## src/sv/c2s_pkg.sv

```systemverilog
// Shared widths, constants and types of the cube-to-sphere mapping unit.
package c2s_pkg;

    // Fixed-point format and word layout
    localparam int FRAC_BITS = 14;
    localparam int FIELD_W   = 16;
    localparam int N_LANES   = 3;
    localparam int TDATA_W   = N_LANES * FIELD_W;

    // Magnitude of a field (up to 2^15) and its square (up to 2^30)
    localparam int MAGIN_W = FIELD_W;
    localparam int SQ_W    = 2 * FIELD_W - 1;
    localparam int PROD_W  = 2 * SQ_W - 1;
    localparam int NEG_W   = SQ_W;

    // a^2*b^2 plus the rounding offset, then scaled down by 2^(2F)
    localparam int SUM_W = PROD_W + 1;
    localparam int Q_W   = SUM_W - 2 * FRAC_BITS;

    // Divide by three as a multiply by ceil(2^K/3), split into two halves
    localparam int DIV_K  = Q_W + 1;
    localparam int ML_W   = (Q_W + 1) / 2;
    localparam int MH_W   = Q_W - ML_W;
    localparam int FULL_W = 2 * Q_W;
    localparam int T_W    = Q_W - 1;
    localparam logic [63:0] DIV3_M = ((64'd1 << DIV_K) + 64'd2) / 64'd3;
    localparam logic [ML_W-1:0] M_LO = DIV3_M[ML_W-1:0];
    localparam logic [MH_W-1:0] M_HI = DIV3_M[Q_W-1:ML_W];
    localparam logic [SUM_W-1:0] RND3 = SUM_W'(3) << (2 * FRAC_BITS - 1);

    // Radicand and root
    localparam int POS_W  = ((2 * FRAC_BITS > T_W) ? 2 * FRAC_BITS : T_W) + 1;
    localparam int R_W    = POS_W + (POS_W % 2);
    localparam int ROOT_W = R_W / 2;
    localparam int S_W    = ROOT_W + 1;
    localparam logic [R_W:0] ONE2 = (R_W + 1)'(1) << (2 * FRAC_BITS);

    // Scaled magnitude and saturation
    localparam int MAG_W = MAGIN_W + S_W;
    localparam int RND_W = MAG_W + 1 - FRAC_BITS;
    localparam int LIM_W = FIELD_W + 1;
    localparam int LIM_HI_I = (FRAC_BITS >= FIELD_W - 1) ? 32767 : (1 << FRAC_BITS);
    localparam int LIM_LO_I = (FRAC_BITS >= FIELD_W - 1) ? 32768 : (1 << FRAC_BITS);
    localparam logic [LIM_W-1:0] LIM_HI = LIM_W'(LIM_HI_I);
    localparam logic [LIM_W-1:0] LIM_LO = LIM_W'(LIM_LO_I);
    localparam logic [MAG_W:0] RND_HALF = (MAG_W + 1)'(1) << (FRAC_BITS - 1);

    // Lane pipeline depth: six front stages, root stages, rounding, scaling
    localparam int N_LANE = ROOT_W + 8;

    typedef struct packed {
        logic             neg;
        logic [MAG_W-1:0] mag;
    } t_lane_res;

endpackage

```

## src/sv/c2s_merge.sv

```systemverilog
// Merge stage: round and saturate lane results, output register and skid word.
module c2s_merge (
    input  logic                             i_clk,
    input  logic                             i_rst_n,
    input  logic                             i_vld,
    input  c2s_pkg::t_lane_res               i_res [c2s_pkg::N_LANES],
    output logic                             o_adv,
    output logic                             o_tvalid,
    input  logic                             i_tready,
    output logic [c2s_pkg::TDATA_W-1:0]      o_tdata   // sphere_x, sphere_y, sphere_z
);
    import c2s_pkg::*;

    function automatic logic [FIELD_W-1:0] f_sat(input t_lane_res res);
        logic [MAG_W:0]     sum;
        logic [RND_W-1:0]   rnd;
        logic [LIM_W-1:0]   lim;
        logic [LIM_W-1:0]   mag;
        logic [LIM_W-1:0]   val;
        sum = {1'b0, res.mag} + RND_HALF;
        rnd = sum[MAG_W:FRAC_BITS];
        lim = res.neg ? LIM_LO : LIM_HI;
        mag = (rnd > RND_W'(lim)) ? lim : rnd[LIM_W-1:0];
        val = res.neg ? (LIM_W'(0) - mag) : mag;
        return val[FIELD_W-1:0];
    endfunction

    logic [TDATA_W-1:0] w_word;
    logic               w_push, w_take;
    logic               r_out_vld, n_out_vld;
    logic               r_skid_vld, n_skid_vld;
    logic [TDATA_W-1:0] r_out, n_out;
    logic [TDATA_W-1:0] r_skid, n_skid;

    always_comb begin
        for (int l = 0; l < N_LANES; l++) begin
            w_word[l*FIELD_W +: FIELD_W] = f_sat(i_res[l]);
        end
    end

    assign w_push = i_vld && !r_skid_vld;
    assign w_take = r_out_vld && i_tready;

    always_comb begin
        n_out_vld  = r_out_vld;
        n_skid_vld = r_skid_vld;
        n_out      = r_out;
        n_skid     = r_skid;
        if (r_skid_vld) begin
            if (w_take) begin
                n_out      = r_skid;
                n_skid_vld = 1'b0;
            end
        end else if (w_push) begin
            if (!r_out_vld || w_take) begin
                n_out     = w_word;
                n_out_vld = 1'b1;
            end else begin
                n_skid     = w_word;
                n_skid_vld = 1'b1;
            end
        end else if (w_take) begin
            n_out_vld = 1'b0;
        end
    end

    always_ff @(posedge i_clk) begin
        if (!i_rst_n) begin
            r_out_vld  <= 1'b0;
            r_skid_vld <= 1'b0;
        end else begin
            r_out_vld  <= n_out_vld;
            r_skid_vld <= n_skid_vld;
        end
        r_out  <= n_out;
        r_skid <= n_skid;
    end

    assign o_adv    = !r_skid_vld;
    assign o_tvalid = r_out_vld;
    assign o_tdata  = r_out;

`ifndef NO_ASSERTIONS
    a_skid_needs_out: assert property (@(posedge i_clk) disable iff (!i_rst_n)
        r_skid_vld |-> r_out_vld)
        else $error("skid word held without an output word");

    a_blocked_push_fills_skid: assert property (@(posedge i_clk) disable iff (!i_rst_n)
        (w_push && r_out_vld && !i_tready) |=> r_skid_vld)
        else $error("word pushed into a blocked output was not parked");

    a_skid_drains: assert property (@(posedge i_clk) disable iff (!i_rst_n)
        (r_skid_vld && i_tready) |=> (r_out_vld && !r_skid_vld))
        else $error("skid word not moved out when output taken");

    a_skid_rise_cause: assert property (@(posedge i_clk) disable iff (!i_rst_n)
        $rose(r_skid_vld) |-> $past(r_out_vld && !i_tready && i_vld))
        else $error("skid filled without a blocked output");
`endif

endmodule
```

## config.mk

```make
export PLATFORM = sky130hd
export DESIGN_NAME = c2s_merge
export DESIGN_NICKNAME = d
export VERILOG_FILES = /design/src/sv/c2s_pkg.sv /design/src/sv/c2s_merge.sv
export SDC_FILE = /design/constraint.sdc
export NUM_CORES = 1
export LEC_CHECK = 0
export BUFFER_PORTS_ARGS = -buffer_cell sky130_fd_sc_hd__buf_2
export CAP_MARGIN = 5
export CORE_MARGIN = 4
export CORE_UTILIZATION = 52
export CTS_BUF_LIST = sky130_fd_sc_hd__clkbuf_4
export CTS_CLUSTER_DIAMETER = 50
export CTS_CLUSTER_SIZE = 20
export DETAILED_ROUTE_END_ITERATION = 6
export PLACE_DENSITY = 0.8
export SYNTH_ARGS = -nofsm -noshare
export SYNTH_HDL_FRONTEND = slang
export SYNTH_SLANG_ARGS = --single-unit
```

## constraint.sdc

```tcl
create_clock -name i_clk -period 4.21 [get_ports i_clk]
set_clock_uncertainty 0.2 [all_clocks]
set_input_delay 0.421 -clock i_clk [delete_from_list [all_inputs] [get_ports i_clk]]
set_output_delay 0.421 -clock i_clk [all_outputs]
set_load 0.02 [all_outputs]
```

==> reports/metrics.csv <==
metric;value;unit
status;complete, no violations;
CTS tree;built;
Comb power frac;21.4;%
WP data arrival;3700;ps
Switching Share;30.5;%
number of global-route vias before repair;5661;
Die Ht;126;um
# Post-CTS Setup Buffers;0;
fmax;0.274;GHz
initial core utilization;53.7;%
clock power share;25.0;%
Fin. Hold Viols;0;
crit end category;register;
total negative slack;0;ps
Mapped Avg Cell Area;9.65;um2
final worst-path cycle share;86.7;%
Synth cell types;87;
HPWL Detailed;12.4;mm
initial antenna violation count;1;
FF-to-FF Start;r_skid_vld$_SDFF_PN0_;
CTS buffer count;9;
H-tree depth;3;
row count;42;
Initial DRC Count;477;
Final nets;990;
Routed Antenna Nets;0;
insertion delay to the later sink of the worst-skew pair;460;ps
CP required;4260;ps
die area;15800;um2
Post-synth top flop;edfxtp_1;
fin crit period;3650;ps
global route hottest layer;met2;
port bufs;119;
Switching Power;0.658;mW
Worst setup SP type;input pin;
sequential share of power;53.7;%
I/O Pins;159;
P&R area growth vs syn;14.4;%
synthesized cell area;7200;um2
clock sink count;98;
setup violators final;0;
critical path class;input pin to register;
met2 Resource Use GR;34.0;%
M3 GR Usage;3.94;%
Non-Filler Instances;1057;
maximum vdd drop;0.000137;V
WL/cell;15.8;um
pin count of the biggest net entering global routing;53;
start point of the critical path;i_res[83];
via count;6144;
unrepaired setup endpoints after global routing;false;
worst hold path stage count;4;
Cell Int Power;1.50;mW
max-slew violations;0;
Post-route DRC;0;
first-pass GRT wire length;27.5;mm
CP max FO;6;
Bufs on Longest Clock Path;2;
die width;126;um
Worst Hold Class;input pin to register;
flop2flop setup slack;1440;ps
met1 Use GR;28.6;%
clk slew on worst S/H paths;160;ps
vias per cell;5.81;
Core Box Area;13400;um2
Max Cap Viol;0;
FFs w/ async S/R, synth;0;%
share of layout cells above drive strength 1;27.2;%
Post-synth EDFFs;96;
TritonRoute pass-1 iters;5;
Seq cells post-synth;98;
R2R cell count;3;
Critical R2R Capture;r_skid[24]$_DFFE_PP_;
Placed Cells;1037;
register area share after synthesis;40.6;%
Power Dens Cells;261;nW/um2
final cell utilization of the core;61.5;%
Slew headroom;24.3;%
Synth Warn #;0;
root buf cell;clkbuf_4;
Post-Syn Nets;861;
Tot Pwr;2.15;mW
GRT overflow;0;
CP endpoint;o_tdata[12]$_DFFE_PP_;
gpl congestion;0.927;
slew at the pin closest to its max-slew limit;1140;ps
Leak;3.05;nW
WL final;16.7;mm
Gate Count Post-Synth;746;
Global Route Usage Sum;20.8;%
-- layout by cell type, fill, tap and decap left out, types with 4 or more instances in the layout --
cell	count
and2_1	8
a21oi_1	26
a31oi_1	13
nor3b_1	5
nand2b_1	6
o31a_1	6
mux2_2	25
xnor2_1	47
mux2i_1	11
clkbuf_4	9
nor4_1	11
a31o_2	4
xor2_1	30
edfxtp_1	96
nand3_1	25
nor2b_1	4
nor3_1	19
o21ai_1	7
inv_1	21
buf_4	41
nand4_1	25
and4_1	7
or3_1	6
a311oi_1	5
o22ai_1	4
o31ai_1	22
and3_1	13
a211oi_1	5
o21ai_0	27
nor2_1	61
nand2_1	79
buf_2	119
or4_1	5
nand3b_1	4
ha_1	6
-- power by group through the flow --
stage	sequential (mW)	clock (mW)	combinational, mW
6_report	1.16	0.538	0.460
5_1_grt	1.16	0.593	0.502
4_1_cts	1.16	0.551	0.459
3_5_place_dp	1.18	0	0.455
3_3_place_gp	1.18	0	0.447
2_1_floorplan	1.22	0	0.257
-- final cells by class --
type	instances	area [um2]
timing repair buffer	163	933
clock inverter	7	82.6
fill	1145	5160
sequential	98	2920
antenna	1	2.50
clock buffer	9	67.6
inverter	22	82.6
multi-input combinational	581	3930
tap	176	220
-- kinds of logic (layout without fill, tap and decap cells) --
| group | Yosys count | after routing | synth area share, % |
|---|---|---|---|
| other | 0 | 1 | 0 |
| AO/OA/AOI/OAI | 154 | 154 | 15.2 |
| XOR/XNOR | 78 | 78 | 9.59 |
| flip-flops | 98 | 98 | 40.6 |
| multiplexers | 37 | 37 | 5.65 |
| AND/OR/NAND/NOR | 306 | 306 | 22.8 |
| adder cells (fa/ha/maj) | 6 | 6 | 1.04 |
| buffers and inverters | 67 | 201 | 5.07 |
-- through the flow --
step	setup slack [ps]	hold WS, ps	cell area [um2]
floorplan	99.9	293	7210
global placement	98.3	304	8060
detailed placement	57.2	313	8060
CTS	589	101	8240
global route	240	127	8240
finish	560	129	8240
-- critical path, stage by stage --
cell and delay (ps):
buf_2 130, ha_1 350, or4_1 500, o21ai_0 150, nand4_1 170, o31a_1 340
nor2_1 330, nand2_1 160, ha_1 230, inv_1 70, a211oi_1 80, nand4_1 140
and2_1 160, or2_2 110, o21ai_1 70, mux2_2 270
-- state kept, by name, summed over array words and instances, names as in the netlist --
register and count:
r_skid 48, o_tvalid 1, o_tdata 48, r_skid_vld 1
-- worst min-delay path by stage --
| stage | from | endpoint |
|---|---|---|
| 6_report | i_tready | o_tvalid$_SDFFE_PN0P_ |
| 5_1_grt | i_vld | o_tvalid$_SDFFE_PN0P_ |
| 4_1_cts | i_vld | o_tvalid$_SDFFE_PN0P_ |
| 3_5_place_dp | r_skid[25]$_DFFE_PP_ | o_tdata[25]$_DFFE_PP_ |
| 3_3_place_gp | r_skid[16]$_DFFE_PP_ | o_tdata[16]$_DFFE_PP_ |
| 2_1_floorplan | r_skid[14]$_DFFE_PP_ | o_tdata[14]$_DFFE_PP_ |
-- metal layers --
metal | part of all wire [%] | vias to the layer above
met4 | 2.0 | 0
met3 | 5.5 | 27
met1 | 45 | 2874
met5 | 0 | -
met2 | 48 | 176
li1 | - | 3067
-- Yosys cell counts (8+ instances only) --
cell      instances  area [um2]
mux2_2           25         282
nor4_1           11        68.8
a21oi_1          27         135
and3_1           14        87.6
nand4_1          25         156
nor2_1           61         229
edfxtp_1         96        2880
mux2i_1          11         110
xnor2_1          47         412
clkbuf_1         18        67.6
a31oi_1          13        81.3
o31ai_1          22         165
nor3_1           19        95.1
nand2_1          79         297
xor2_1           30         263
o21ai_0          27         135
buf_2            14        70.1
nand3_1          25         125
and2_1            8        50.1
inv_1            21        78.8
-- what timing repair did --
item,in CTS,in global routing
hold buffers,3,0
resized for setup,0,0
endpoints found under the hold margin,2,0
Note: power is estimated with default switching activity, not from simulation.
